**src/design/ntp_pkg.sv**
```systemverilog
`timescale 1ns / 1ps
// ----------------------------------------------------------------------------
// ntp_pkg: shared definitions for the nearest three points search
// Sizes of the point store, the ranked list and the arithmetic words, the
// command codes and the sequencer states.
// ----------------------------------------------------------------------------
package ntp_pkg;

  localparam int MAX_POINTS    = 64;
  localparam int NEAREST_COUNT = 3;

  localparam int COORD_W = 16;
  localparam int ADDR_W  = $clog2(MAX_POINTS);
  localparam int CNT_W   = $clog2(MAX_POINTS + 1);
  localparam int USED_W  = $clog2(NEAREST_COUNT + 1);
  localparam int KIDX_W  = (NEAREST_COUNT > 1) ? $clog2(NEAREST_COUNT) : 1;

  // Magnitude of a coordinate difference, its square and the sum of two.
  localparam int ABS_W  = COORD_W;
  localparam int PROD_W = 2 * ABS_W;
  localparam int D2_W   = PROD_W + 1;

  // The distance is floor(sqrt(d2 << 16)): 8 fractional bits.
  localparam int FRAC_BITS = 8;
  localparam int DIST_W    = 25;

  typedef enum logic [1:0] {
    FN_CLEAR = 2'd0,
    FN_LOAD  = 2'd1,
    FN_QUERY = 2'd2
  } func_t;

  typedef enum logic [3:0] {
    ST_IDLE,
    ST_READ,
    ST_DIFF,
    ST_MULX,
    ST_MULY,
    ST_INS,
    ST_FETCH,
    ST_ROOT,
    ST_EMIT
  } state_t;

endpackage

```
**src/design/nearest_three_points_top.sv**
```systemverilog
`timescale 1ns / 1ps
// ----------------------------------------------------------------------------
// nearest_three_points_top: three nearest neighbor search over a point store
// Holds up to 64 signed 2-D points and reports the three nearest to a query
// point with their Euclidean distances.
// ----------------------------------------------------------------------------
// A clear word empties the store and a load word appends one point; after
// either the block is ready again at once (a load into a full store is
// dropped). A query word makes the block busy (in_stall high) while it scans
// the store: each stored point goes through the RAM read, a difference stage
// and two passes of the single 16x16 multiplier, then the ranked list insert.
// Then, for each of up to three results, the point is fetched from the RAM
// and the distance goes through the bit-serial square root unit. Results are
// ranked on the exact squared distance, ties going to the point loaded
// first. The distance is floor(256 * sqrt(dx^2 + dy^2)), and out_last marks
// the final word of each query. A query on an empty store yields no word.
// The output word sits in its own register, so the block takes new input
// words while the last result of a query is still stalled.
// ----------------------------------------------------------------------------
module nearest_three_points_top (
  input  logic        clk,
  input  logic        rst_n,
  // Command channel
  input  logic        in_valid,
  output logic        in_stall,
  input  logic [1:0]  in_func,
  input  logic signed [15:0] in_coord_x,
  input  logic signed [15:0] in_coord_y,
  // Result channel
  output logic        out_valid,
  input  logic        out_stall,
  output logic signed [15:0] out_near_x,
  output logic signed [15:0] out_near_y,
  output logic [24:0] out_distance,
  output logic        out_last
);

  localparam int CW  = ntp_pkg::COORD_W;
  localparam int AW  = ntp_pkg::ADDR_W;
  localparam int NW  = ntp_pkg::CNT_W;
  localparam int UW  = ntp_pkg::USED_W;
  localparam int KW  = ntp_pkg::KIDX_W;
  localparam int NK  = ntp_pkg::NEAREST_COUNT;
  localparam int XW  = ntp_pkg::ABS_W;
  localparam int PW  = ntp_pkg::PROD_W;
  localparam int DW  = ntp_pkg::D2_W;
  localparam int RW  = ntp_pkg::DIST_W;

  ntp_pkg::state_t state_r, state_nxt;

  logic [NW-1:0]   count_r, count_nxt;
  logic [NW-1:0]   scan_r, scan_nxt;
  logic [CW-1:0]   ref_x_r, ref_x_nxt;
  logic [CW-1:0]   ref_y_r, ref_y_nxt;
  logic [XW-1:0]   ax_r, ax_nxt;
  logic [XW-1:0]   ay_r, ay_nxt;
  logic [PW-1:0]   prod_r, prod_nxt;
  logic [DW-1:0]   d2_r, d2_nxt;
  logic [DW-1:0]   best_d2_r  [NK];
  logic [DW-1:0]   best_d2_nxt[NK];
  logic [AW-1:0]   best_idx_r [NK];
  logic [AW-1:0]   best_idx_nxt[NK];
  logic [UW-1:0]   used_r, used_nxt;
  logic [KW-1:0]   outk_r, outk_nxt;

  logic            out_valid_r, out_valid_nxt;
  logic [CW-1:0]   out_x_r, out_x_nxt;
  logic [CW-1:0]   out_y_r, out_y_nxt;
  logic [RW-1:0]   out_d_r, out_d_nxt;
  logic            out_last_r, out_last_nxt;

  // RAM and shared units
  logic            ram_we;
  logic [AW-1:0]   ram_waddr;
  logic            ram_re;
  logic [AW-1:0]   ram_raddr;
  logic [2*CW-1:0] ram_rdata;

  logic [XW-1:0]   mul_op;
  logic [PW-1:0]   mul_out;

  logic            sq_start;
  logic            sq_done;
  logic [RW-1:0]   sq_root;

  logic            in_acc;
  logic            out_free;
  logic [CW:0]     dx, dy;
  logic [NK-1:0]   keep;

  assign in_stall = (state_r != ntp_pkg::ST_IDLE);
  assign in_acc   = in_valid && !in_stall;
  assign out_free = !out_valid_r || !out_stall;

  ntp_ram #(
    .WIDTH(2 * CW),
    .DEPTH(ntp_pkg::MAX_POINTS)
  ) u_store (
    .clk  (clk),
    .we   (ram_we),
    .waddr(ram_waddr),
    .wdata({in_coord_x, in_coord_y}),
    .re   (ram_re),
    .raddr(ram_raddr),
    .rdata(ram_rdata)
  );

  ntp_isqrt u_isqrt (
    .clk  (clk),
    .rst_n(rst_n),
    .start(sq_start),
    .d2   (best_d2_r[outk_r]),
    .done (sq_done),
    .root (sq_root)
  );

  // Loads append at the fill count; the store is never read past it.
  assign ram_we    = in_acc && (in_func == ntp_pkg::FN_LOAD) &&
                     (count_r < NW'(ntp_pkg::MAX_POINTS));
  assign ram_waddr = count_r[AW-1:0];
  assign ram_re    = (state_r == ntp_pkg::ST_READ) || (state_r == ntp_pkg::ST_FETCH);
  assign ram_raddr = (state_r == ntp_pkg::ST_READ) ? scan_r[AW-1:0] : best_idx_r[outk_r];
  assign sq_start  = (state_r == ntp_pkg::ST_FETCH);

  // The one multiplier squares x magnitude first, then y magnitude.
  assign mul_op  = (state_r == ntp_pkg::ST_MULX) ? ax_r : ay_r;
  assign mul_out = mul_op * mul_op;

  // Differences to the reference, with one extra bit.
  assign dx = {ram_rdata[2*CW-1], ram_rdata[2*CW-1:CW]} - {ref_x_r[CW-1], ref_x_r};
  assign dy = {ram_rdata[CW-1], ram_rdata[CW-1:0]} - {ref_y_r[CW-1], ref_y_r};

  // An entry stays where it is if it is in use and not strictly farther than
  // the new point; those entries form a prefix of the sorted list.
  always_comb begin
    for (int k = 0; k < NK; k++) begin
      keep[k] = (UW'(k) < used_r) && !(d2_r < best_d2_r[k]);
    end
  end

  always_comb begin
    state_nxt     = state_r;
    count_nxt     = count_r;
    scan_nxt      = scan_r;
    ref_x_nxt     = ref_x_r;
    ref_y_nxt     = ref_y_r;
    ax_nxt        = ax_r;
    ay_nxt        = ay_r;
    prod_nxt      = prod_r;
    d2_nxt        = d2_r;
    used_nxt      = used_r;
    outk_nxt      = outk_r;
    out_x_nxt     = out_x_r;
    out_y_nxt     = out_y_r;
    out_d_nxt     = out_d_r;
    out_last_nxt  = out_last_r;
    out_valid_nxt = out_valid_r && out_stall;
    for (int k = 0; k < NK; k++) begin
      best_d2_nxt[k]  = best_d2_r[k];
      best_idx_nxt[k] = best_idx_r[k];
    end

    unique case (state_r)
      ntp_pkg::ST_IDLE: begin
        if (in_acc) begin
          if (in_func == ntp_pkg::FN_CLEAR) begin
            count_nxt = '0;
          end else if (in_func == ntp_pkg::FN_LOAD) begin
            if (count_r < NW'(ntp_pkg::MAX_POINTS)) begin
              count_nxt = count_r + NW'(1);
            end
          end else if (in_func == ntp_pkg::FN_QUERY) begin
            ref_x_nxt = in_coord_x;
            ref_y_nxt = in_coord_y;
            scan_nxt  = '0;
            used_nxt  = '0;
            if (count_r != '0) begin
              state_nxt = ntp_pkg::ST_READ;
            end
          end
        end
      end
      ntp_pkg::ST_READ: begin
        state_nxt = ntp_pkg::ST_DIFF;
      end
      ntp_pkg::ST_DIFF: begin
        ax_nxt    = dx[CW] ? XW'(-dx) : XW'(dx);
        ay_nxt    = dy[CW] ? XW'(-dy) : XW'(dy);
        state_nxt = ntp_pkg::ST_MULX;
      end
      ntp_pkg::ST_MULX: begin
        prod_nxt  = mul_out;
        state_nxt = ntp_pkg::ST_MULY;
      end
      ntp_pkg::ST_MULY: begin
        d2_nxt    = {1'b0, prod_r} + {1'b0, mul_out};
        state_nxt = ntp_pkg::ST_INS;
      end
      ntp_pkg::ST_INS: begin
        // Insert behind the kept prefix and push the rest down one place.
        for (int k = 0; k < NK; k++) begin
          if (!keep[k]) begin
            if (k == 0 || keep[(k == 0) ? 0 : k - 1]) begin
              best_d2_nxt[k]  = d2_r;
              best_idx_nxt[k] = scan_r[AW-1:0];
            end else begin
              best_d2_nxt[k]  = best_d2_r[(k == 0) ? 0 : k - 1];
              best_idx_nxt[k] = best_idx_r[(k == 0) ? 0 : k - 1];
            end
          end
        end
        if (!keep[NK-1] && used_r != UW'(NK)) begin
          used_nxt = used_r + UW'(1);
        end
        scan_nxt = scan_r + NW'(1);
        if (scan_r + NW'(1) == count_r) begin
          outk_nxt  = '0;
          state_nxt = ntp_pkg::ST_FETCH;
        end else begin
          state_nxt = ntp_pkg::ST_READ;
        end
      end
      ntp_pkg::ST_FETCH: begin
        state_nxt = ntp_pkg::ST_ROOT;
      end
      ntp_pkg::ST_ROOT: begin
        if (sq_done) begin
          state_nxt = ntp_pkg::ST_EMIT;
        end
      end
      ntp_pkg::ST_EMIT: begin
        if (out_free) begin
          out_valid_nxt = 1'b1;
          out_x_nxt     = ram_rdata[2*CW-1:CW];
          out_y_nxt     = ram_rdata[CW-1:0];
          out_d_nxt     = sq_root;
          out_last_nxt  = (UW'(outk_r) + UW'(1) == used_r);
          if (UW'(outk_r) + UW'(1) == used_r) begin
            state_nxt = ntp_pkg::ST_IDLE;
          end else begin
            outk_nxt  = outk_r + KW'(1);
            state_nxt = ntp_pkg::ST_FETCH;
          end
        end
      end
      default: begin
        state_nxt = ntp_pkg::ST_IDLE;
      end
    endcase
  end

  always_ff @(posedge clk) begin
    if (!rst_n) begin
      state_r     <= ntp_pkg::ST_IDLE;
      count_r     <= '0;
      out_valid_r <= 1'b0;
    end else begin
      state_r     <= state_nxt;
      count_r     <= count_nxt;
      out_valid_r <= out_valid_nxt;
    end
    scan_r     <= scan_nxt;
    ref_x_r    <= ref_x_nxt;
    ref_y_r    <= ref_y_nxt;
    ax_r       <= ax_nxt;
    ay_r       <= ay_nxt;
    prod_r     <= prod_nxt;
    d2_r       <= d2_nxt;
    used_r     <= used_nxt;
    outk_r     <= outk_nxt;
    out_x_r    <= out_x_nxt;
    out_y_r    <= out_y_nxt;
    out_d_r    <= out_d_nxt;
    out_last_r <= out_last_nxt;
    for (int k = 0; k < NK; k++) begin
      best_d2_r[k]  <= best_d2_nxt[k];
      best_idx_r[k] <= best_idx_nxt[k];
    end
  end

  assign out_valid    = out_valid_r;
  assign out_near_x   = out_x_r;
  assign out_near_y   = out_y_r;
  assign out_distance = out_d_r;
  assign out_last     = out_last_r;

endmodule

```
**src/design/ntp_ram.sv**
```systemverilog
`timescale 1ns / 1ps
// ----------------------------------------------------------------------------
// ntp_ram: generic single-port-write, single-port-read RAM
// One write and one registered read per cycle; read data holds while the
// read enable is low.
// ----------------------------------------------------------------------------
module ntp_ram #(
  parameter int WIDTH = 32,
  parameter int DEPTH = 64
) (
  input  logic                     clk,
  input  logic                     we,
  input  logic [$clog2(DEPTH)-1:0] waddr,
  input  logic [WIDTH-1:0]         wdata,
  input  logic                     re,
  input  logic [$clog2(DEPTH)-1:0] raddr,
  output logic [WIDTH-1:0]         rdata
);

  logic [WIDTH-1:0] mem [DEPTH];
  logic [WIDTH-1:0] rdata_r;

  always_ff @(posedge clk) begin
    if (we) begin
      mem[waddr] <= wdata;
    end
    if (re) begin
      rdata_r <= mem[raddr];
    end
  end

  assign rdata = rdata_r;

endmodule

```
**src/design/ntp_isqrt.sv**
```systemverilog
`timescale 1ns / 1ps
// ----------------------------------------------------------------------------
// ntp_isqrt: iterative integer square root
// Returns floor(sqrt(d2 * 2^16)), one result bit per cycle, using the
// digit-by-digit method on a shared compare and subtract.
// ----------------------------------------------------------------------------
module ntp_isqrt (
  input  logic                      clk,
  input  logic                      rst_n,
  input  logic                      start,
  input  logic [ntp_pkg::D2_W-1:0]  d2,
  output logic                      done,
  output logic [ntp_pkg::DIST_W-1:0] root
);

  localparam int RT_W   = ntp_pkg::DIST_W;
  localparam int RAD_W  = 2 * RT_W;
  localparam int REM_W  = RT_W + 3;
  localparam int STEP_W = $clog2(RT_W);

  logic [RAD_W-1:0]  rad_r,  rad_nxt;
  logic [REM_W-1:0]  rem_r,  rem_nxt;
  logic [RT_W-1:0]   root_r, root_nxt;
  logic [STEP_W-1:0] step_r, step_nxt;
  logic              busy_r, busy_nxt;
  logic              done_r, done_nxt;
  logic [REM_W-1:0]  rem_sh;
  logic [REM_W-1:0]  trial;

  // The partial remainder never exceeds twice the partial root, so the two
  // bits dropped by the shift are always zero.
  assign rem_sh = {rem_r[REM_W-3:0], rad_r[RAD_W-1 -: 2]};
  assign trial  = {1'b0, root_r, 2'b01};

  always_comb begin
    rad_nxt  = rad_r;
    rem_nxt  = rem_r;
    root_nxt = root_r;
    step_nxt = step_r;
    busy_nxt = busy_r;
    done_nxt = 1'b0;
    if (start) begin
      rad_nxt  = RAD_W'({d2, {(2 * ntp_pkg::FRAC_BITS){1'b0}}});
      rem_nxt  = '0;
      root_nxt = '0;
      step_nxt = '0;
      busy_nxt = 1'b1;
    end else if (busy_r) begin
      rad_nxt = {rad_r[RAD_W-3:0], 2'b00};
      if (rem_sh >= trial) begin
        rem_nxt  = rem_sh - trial;
        root_nxt = {root_r[RT_W-2:0], 1'b1};
      end else begin
        rem_nxt  = rem_sh;
        root_nxt = {root_r[RT_W-2:0], 1'b0};
      end
      step_nxt = step_r + STEP_W'(1);
      if (step_r == STEP_W'(RT_W - 1)) begin
        busy_nxt = 1'b0;
        done_nxt = 1'b1;
      end
    end
  end

  always_ff @(posedge clk) begin
    if (!rst_n) begin
      busy_r <= 1'b0;
      done_r <= 1'b0;
    end else begin
      busy_r <= busy_nxt;
      done_r <= done_nxt;
    end
    rad_r  <= rad_nxt;
    rem_r  <= rem_nxt;
    root_r <= root_nxt;
    step_r <= step_nxt;
  end

  assign done = done_r;
  assign root = root_r;

endmodule

```
**config.mk**
```make
export PLATFORM = sky130hd
export DESIGN_NAME = nearest_three_points_top
export DESIGN_NICKNAME = d
export VERILOG_FILES = /design/src/design/ntp_pkg.sv /design/src/design/nearest_three_points_top.sv /design/src/design/ntp_ram.sv /design/src/design/ntp_isqrt.sv
export SDC_FILE = /design/constraint.sdc
export NUM_CORES = 2
export LEC_CHECK = 0
export BUFFER_PORTS_ARGS = -buffer_cell sky130_fd_sc_hd__buf_2
export CAP_MARGIN = 5
export CORE_ASPECT_RATIO = 0.8
export CORE_UTILIZATION = 60
export CTS_BUF_LIST = sky130_fd_sc_hd__clkbuf_2 sky130_fd_sc_hd__clkbuf_4 sky130_fd_sc_hd__clkbuf_8
export CTS_CLUSTER_SIZE = 10
export DETAILED_ROUTE_END_ITERATION = 16
export PLACE_DENSITY = 0.76
export SLEW_MARGIN = 20
export SYNTH_ARGS = -nofsm -noshare
export SYNTH_HDL_FRONTEND = slang
export SYNTH_SLANG_ARGS = --single-unit
```
**constraint.sdc**
```tcl
create_clock -name clk -period 24.8 [get_ports clk]
set_input_delay 2.48 -clock clk [delete_from_list [all_inputs] [get_ports clk]]
set_output_delay 2.48 -clock clk [all_outputs]
set_load 0.01 [all_outputs]
```
## Yosys cells after proc, flatten, opt, wreduce, memory -nomap -nowiden

Memories as Yosys holds them, arrays and structs flattened. A register that Yosys moved wholly into a read port is not among the register bits.
Cells that the tools add are included.

- Output and inout bits: 60
- Bits in writable memories: 2165
- Bits of input ports: 38
- Register bits: 302
- Memories kept: 3
- Word-level logic and storage cells: 169

Memory list:

| name | depth | width | rd ports | clocked after memory_dff | write ports | line | source |
|---|---|---|---|---|---|---|---|
| u_store.mem | 64 | 32 | 1 | 1 | 1 | ntp_ram.sv:20 | `logic [WIDTH-1:0] mem [DEPTH];` |
| best_d2_r | 3 | 33 | 4 | 1 | 3 | nearest_three_points_top.sv:59 | `logic [DW-1:0] best_d2_r [NK];` |
| best_idx_r | 3 | 6 | 3 | 1 | 3 | nearest_three_points_top.sv:61 | `logic [AW-1:0] best_idx_r [NK];` |

- Equal/unequal tests: 26
- Bitwise logic cells: 4
- Multiplexer cells: 58
- Order comparisons: 8
- Reductions and logical operators: 35
- Add/subtract/negate cells: 11
- Multiply operators: 1

Operators with widths:

| cell | number |
|---|---|
| $mux W33 | 5 |
| $lt A33 B33 Y1 | 3 |
| $mux W99 | 1 |
| $mux W49 | 2 |
| $mux W7 | 7 |
| $mux W16 | 3 |
| $mux W6 | 6 |
| $pmux W4 S9 | 1 |
| $sub A16 B16 Y17 | 2 |
| $add A32 B32 Y33 | 1 |
| $mul A16 B16 Y32 | 1 |
| $neg A16 Y16 | 2 |
| $ge A28 B27 Y1 | 1 |
| $mux W4 | 7 |
| $mux W26 | 1 |
| $sub A26 B26 Y26 | 1 |
| $ne A2 B2 Y1 const B | 11 |
| $mux W2 | 10 |
| $mux W18 | 1 |
| $eq A4 B3 Y1 const B | 4 |
| $add A7 B1 Y7 const B | 2 |
| $pmux W7 S2 | 1 |
| $reduce_and A5 Y1 | 2 |
| $reduce_bool A2 Y1 | 5 |
| other kinds (31) | 63 |

## Longest topological paths before layout

An unclocked memory read counts as a cell.

- Word-level depth: 8
- Mapped depth: 39
- Gate-level depth less buffers: 37

## Hierarchy

From an unflattened synthesis, not the netlist that was laid out.

- Cells, all modules: 6220
- Area, all modules: 109525.0 um2

By module, submodules not included:

| module | area an instance (um2) | times used | cells an instance | seq. area each (um2) |
|---|---|---|---|---|
| ntp_ram | 78845.6 | 1 | 3324 | 62459.9 |
| nearest_three_points_top | 25495.7 | 1 | 2370 | 9709.3 |
| ntp_isqrt | 5183.7 | 1 | 526 | 2172.1 |

## Worst setup path after synthesis

Ideal clock, no wire load.

- Path type: reg-to-reg
- From: register state_r[1]
- To: register d2_r[31] (data pin)
- Slack: 14818 ps
- Setup time: 259 ps
- Clock period less this slack: 9982 ps
- Arrival: 9723 ps
- Stages on the path, launching flop included: 38
- Data required time: 24541 ps
- Buffers on the path: 2
- Path through: dfxtp_1 > clkbuf_1 > nand2b_1 > nor2_1 > clkbuf_1 > mux2i_1 > clkinv_1 > nand2_1 > inv_1 > fa_1 > inv_1 > fa_1 > inv_1 > fa_1 > inv_1 > fa_1 > inv_1 > fa_1 > (+2 left out) > inv_1 > ha_1 > nand3_1 > or4b_1 > and3_1 > a31oi_1 > o21ai_0 > a21oi_1 > a31oi_1 > xnor2_1 > ha_1 > and4_1 > and3_1 > nor3b_1 > nor2_1 > a21oi_1 > a21oi_1 > xnor2_1

- Cells in the longest elaborated chain, start to end: 4

Ends and longest elaborated chain:

| element | line | source |
|---|---|---|
| start: declaration | nearest_three_points_top.sv:49 | `ntp_pkg::state_t state_r, state_nxt;` |
| start signal: assignment | nearest_three_points_top.sv:254 | `state_r <= ntp_pkg::ST_IDLE;` |
| start signal: assignment | nearest_three_points_top.sv:258 | `state_r <= state_nxt;` |
| $eq A4 B2 Y1 | nearest_three_points_top.sv:126 | `assign mul_op = (state_r == ntp_pkg::ST_MULX) ? ax_r : ay_r;` |
| $mux W16 | nearest_three_points_top.sv:126 |  |
| $mul A16 B16 Y32 | nearest_three_points_top.sv:127 | `assign mul_out = mul_op * mul_op;` |
| net mul_out[24] | nearest_three_points_top.sv:80 | `logic [PW-1:0] mul_out;` |
| $add A32 B32 Y33 | nearest_three_points_top.sv:196 | `d2_nxt = {1'b0, prod_r} + {1'b0, mul_out};` |
| end signal: assignment | nearest_three_points_top.sv:268 | `d2_r <= d2_nxt;` |
| end: declaration | nearest_three_points_top.sv:58 | `logic [DW-1:0] d2_r, d2_nxt;` |

The timed path passes the listed nets, and every way through them passes these cells.
A chain may end at the register's enable or synchronous reset.

## Worst setup path after layout

Ends and elaborated chain as after synthesis.

==> out/qor.txt <==
Fin nets - 9816
Final Hold Viols - 0
Layout fillers - 13130
CTS-repair resized insts - 0
Wire length per cell - 25.87 um
Sw Ratio - 21.23%
Core Util, Final - 66.36%
Die W - 485.0 um
Global-route wire length before repair - 457200 um
Post-CTS Setup Inserts - 0
RSZ-0062 raised after global routing - no
FF+latch count, synth - 2500
PortBufs - 97
Cell leakage power - 0.04496 uW
Synth area leaders - edfxtp_1 (65%), nand2_1 (7.6%), nand3_1 (4.3%)
Tcrit/Tclk final - 43.88%
Routed WL - 310900 um
Row cnt - 141
Worst setup SP type - register
Core ar. - 185100 um^2
Internal power - 6422 uW
Area leader, netlist - edfxtp_1
Outcome - complete, no violations
Grt ovf - 0
CP Max Fanout - 52
Mux cell area share after synthesis - 1.456%
Distinct cell type count after synthesis - 83
Cell Area, Synth - 112000 um^2
Worst-case reg-to-reg path depth - 36
Compound-Gate Fraction of Synth Area - 6.055%
Bufs on Longest Clock Path - 4
Synth Area in Adders - 6.196%
Ports - 98
Die area - 188300 um^2
CTS tree - done
Worst VDD drop - 61.42 uV
Seq/Total Area, Yosys - 66.40%
Sequential share of power - 56.9%
Area Growth Syn to Fin - 9.694%
Clock-pin slew on the worst setup and hold paths - 0.06 ns
Global-route usage over all layers - 32.72%
Clk_lat worst skew - 1.07 ns
Initial antenna violation count - 30
CP max stage delay - 0.73 ns
Max transition margin - 9.267%
H-tree levels - 5
Xor-xnor portion of the synthesized cell area - 1.119%
TritonCTS Sinks - 2500
Pin count of the biggest net entering global routing - 158
Crit path top cell by count - inv_1
Final cell count without fillers - 12020
Setup_tns - 0 ns
Vias per cell - 6.313
WP data required - 25.56 ns
HP Class - register to register
Worst r2r src - state_r[1]$_SDFFE_PN0P_
Post-synthesis simple-gate area fraction - 15.46%
Worst Skew - 0.08600 ns
CTS Hold Bufs - 0
Vias in the first global route - 73010
Post-DP HPWL - 178100 um
Share of the synthesized area in the top cell type - 65.09%
Crit path to - d2_r[31]$_DFFE_PP_
R2r setup slk - 13.92 ns
Switch Pwr - 1731 uW
Fin crit period - 10.88 ns
Initial DRC count - 10920
Max-slew violations - 0
Setup WS pre-CTS - 14.03 ns
R2R Path End - d2_r[31]$_DFFE_PP_
Number of remaining DRC errors - 0
Syn Nets - 9655
Slowest CP cell - mux2i_1
Routed vias - 75880
Worst-Margin Slew - 1.340 ns
Die height - 388.4 um
Starting Density - 60.50%
Crit end category - register
Clock share of power - 40.3%
Dominant register cell in the synthesized netlist - edfxtp_1
Clock root cell - clkbuf_8
Crit path kind - register to register
Syn Inst Count - 9161
CP startpoint - state_r[1]$_SDFFE_PN0P_
Placer Congestion - 0.8878
Syn. warnings - 0
Combinational Power Share - 2.8%
Multi-input gate area - 34690 um^2
Pwr Density - 66.39 nW/um^2
Fmax - 91.89 MHz
Worst Setup Slack, final - 13.92 ns
Asr flop ratio synth - 0%
Router iterations before antenna repair - 8
EDFF count, synth - 2427
Endpoints failing setup - 0
Placed cells - 11370
Max Cap Violations - 0
Main combinational cell family by area after synthesis - simple AND/OR/NAND/NOR gates
Share of cells above drive strength 1 - 10.89%
Cts bufs inserted - 378
FF+latch area - 74350 um^2
Syn avg cell area - 12.22 um^2
Post-route ant nets - 0
WP data arrival - 11.64 ns
## metal layers
| layer | GRT usage, % | share of wire, % | vias to the layer above |
|---|---|---|---|
| li1 | - | - | 33340 |
| met5 | 0 | 0.081 | - |
| met4 | 16.10 | 5.3 | 36 |
| met2 | 50.05 | 45 | 4857 |
| met1 | 44.48 | 37 | 36860 |
| met3 | 7.450 | 13 | 783 |
## cell usage in the layout, fill, tap and decap left out, types with 97 or more instances in the layout
| cell | n |
|---|---|
| o21ai_0 | 152 |
| a21oi_1 | 237 |
| buf_2 | 97 |
| clkbuf_4 | 135 |
| mux2i_1 | 102 |
| nor2_1 | 275 |
| nand3_1 | 957 |
| inv_1 | 409 |
| and3_1 | 191 |
| fa_1 | 164 |
| buf_4 | 184 |
| edfxtp_1 | 2427 |
| a311oi_1 | 202 |
| nand2_1 | 2259 |
| ha_1 | 292 |
| clkbuf_8 | 392 |
## state kept, by name, summed over array words and instances, names as in the netlist, 2 cells and up, named ones only
| register | cells |
|---|---|
| ax_r | 16 |
| out_near_x | 16 |
| ref_y_r | 16 |
| prod_r | 31 |
| best_idx_r | 18 |
| ay_r | 16 |
| u_isqrt.rem_r | 26 |
| u_isqrt.step_r | 5 |
| ref_x_r | 16 |
| u_isqrt.rad_r | 34 |
| u_store.rdata | 32 |
| state_r | 4 |
| u_isqrt.root | 25 |
| scan_r | 7 |
| best_d2_r | 99 |
| out_near_y | 16 |
| u_store.mem | 2048 |
| d2_r | 33 |
| out_distance | 25 |
| outk_r | 2 |
| used_r | 2 |
| count_r | 7 |
## layout make-up
cell class | instances | area share (%)
flip-flops and latches | 2500 | 60.54
multi-input cells | 5733 | 28.25
clock buffers | 527 | 5.218
well taps | 2431 | 2.477
repair buffers | 290 | 1.673
inverters | 419 | 1.281
clock inverters | 115 | 0.5583
diodes | 5 | 0.01019
## critical path: cells and delay by family (launching register included)
kind	cells	cell delay (ns)
adder cells (fa/ha/maj)	8	3.72
AO/OA/AOI/OAI	6	1.38
XOR/XNOR	2	0.31
multiplexers	1	0.73
buffers and inverters	9	1.57
flip-flops	1	0.54
AND/OR/NAND/NOR	10	2.31
## through the flow
stage          total power, uW  area [um^2]  hold slack, ns
2_1_floorplan             4838       112000          0.4244
3_3_place_gp              4946       115600          0.4461
3_5_place_dp              4952       115700          0.4518
4_1_cts                   8162       122800          0.4693
5_1_grt                   8354       122800          0.4923
6_report                  8153       122800          0.4662
## synth_stat cells (103+ instances only)
cell and count:
clkbuf_1 275, nand2_1 2259, buf_2 162, and3_1 193, fa_1 164, o21ai_0 152, a311oi_1 202, ha_1 292
mux2i_1 103, a21oi_1 238, edfxtp_1 2427, nand3_1 958, inv_1 409, nor2_1 343
## how the worst min path moves through the flow
stage,end,start,cells past startpoint
final,u_isqrt.rem_r[25]$_SDFFE_PP0P_,u_isqrt.rem_r[25]$_SDFFE_PP0P_,2
after global routing,out_near_y[3]$_DFFE_PP_,u_store.rdata[3]$_DFFE_PP_,0
after global placement,u_isqrt.rem_r[24]$_SDFFE_PP0P_,u_isqrt.rem_r[24]$_SDFFE_PP0P_,2
after detailed placement,u_isqrt.rem_r[25]$_SDFFE_PP0P_,u_isqrt.rem_r[25]$_SDFFE_PP0P_,2
after floorplan,best_idx_r[0][2]$_DFFE_PP_,scan_r[2]$_SDFFCE_PN0P_,0
after CTS,u_isqrt.rem_r[25]$_SDFFE_PP0P_,u_isqrt.rem_r[25]$_SDFFE_PP0P_,2
## cell families after synthesis
| kind of cell | after synthesis |
|---|---|
| AOI/OAI and AO/OA | 989 |
| xor gates and xnor gates | 143 |
| adders and majority gates | 456 |
| buffers and inverters | 928 |
| DFF | 2500 |
| muxes | 156 |
| and+or+nand+nor | 3989 |
## power groups by stage
stage	Combinational, uW	Sequential (uW)	Clock (uW)
floorplan	111	4730	0
global placement	216	4730	0
detailed placement	222	4730	0
CTS	223	4640	3300
global route	245	4640	3470
finish	230	4640	3280
(Power assumes the default switching activity.)
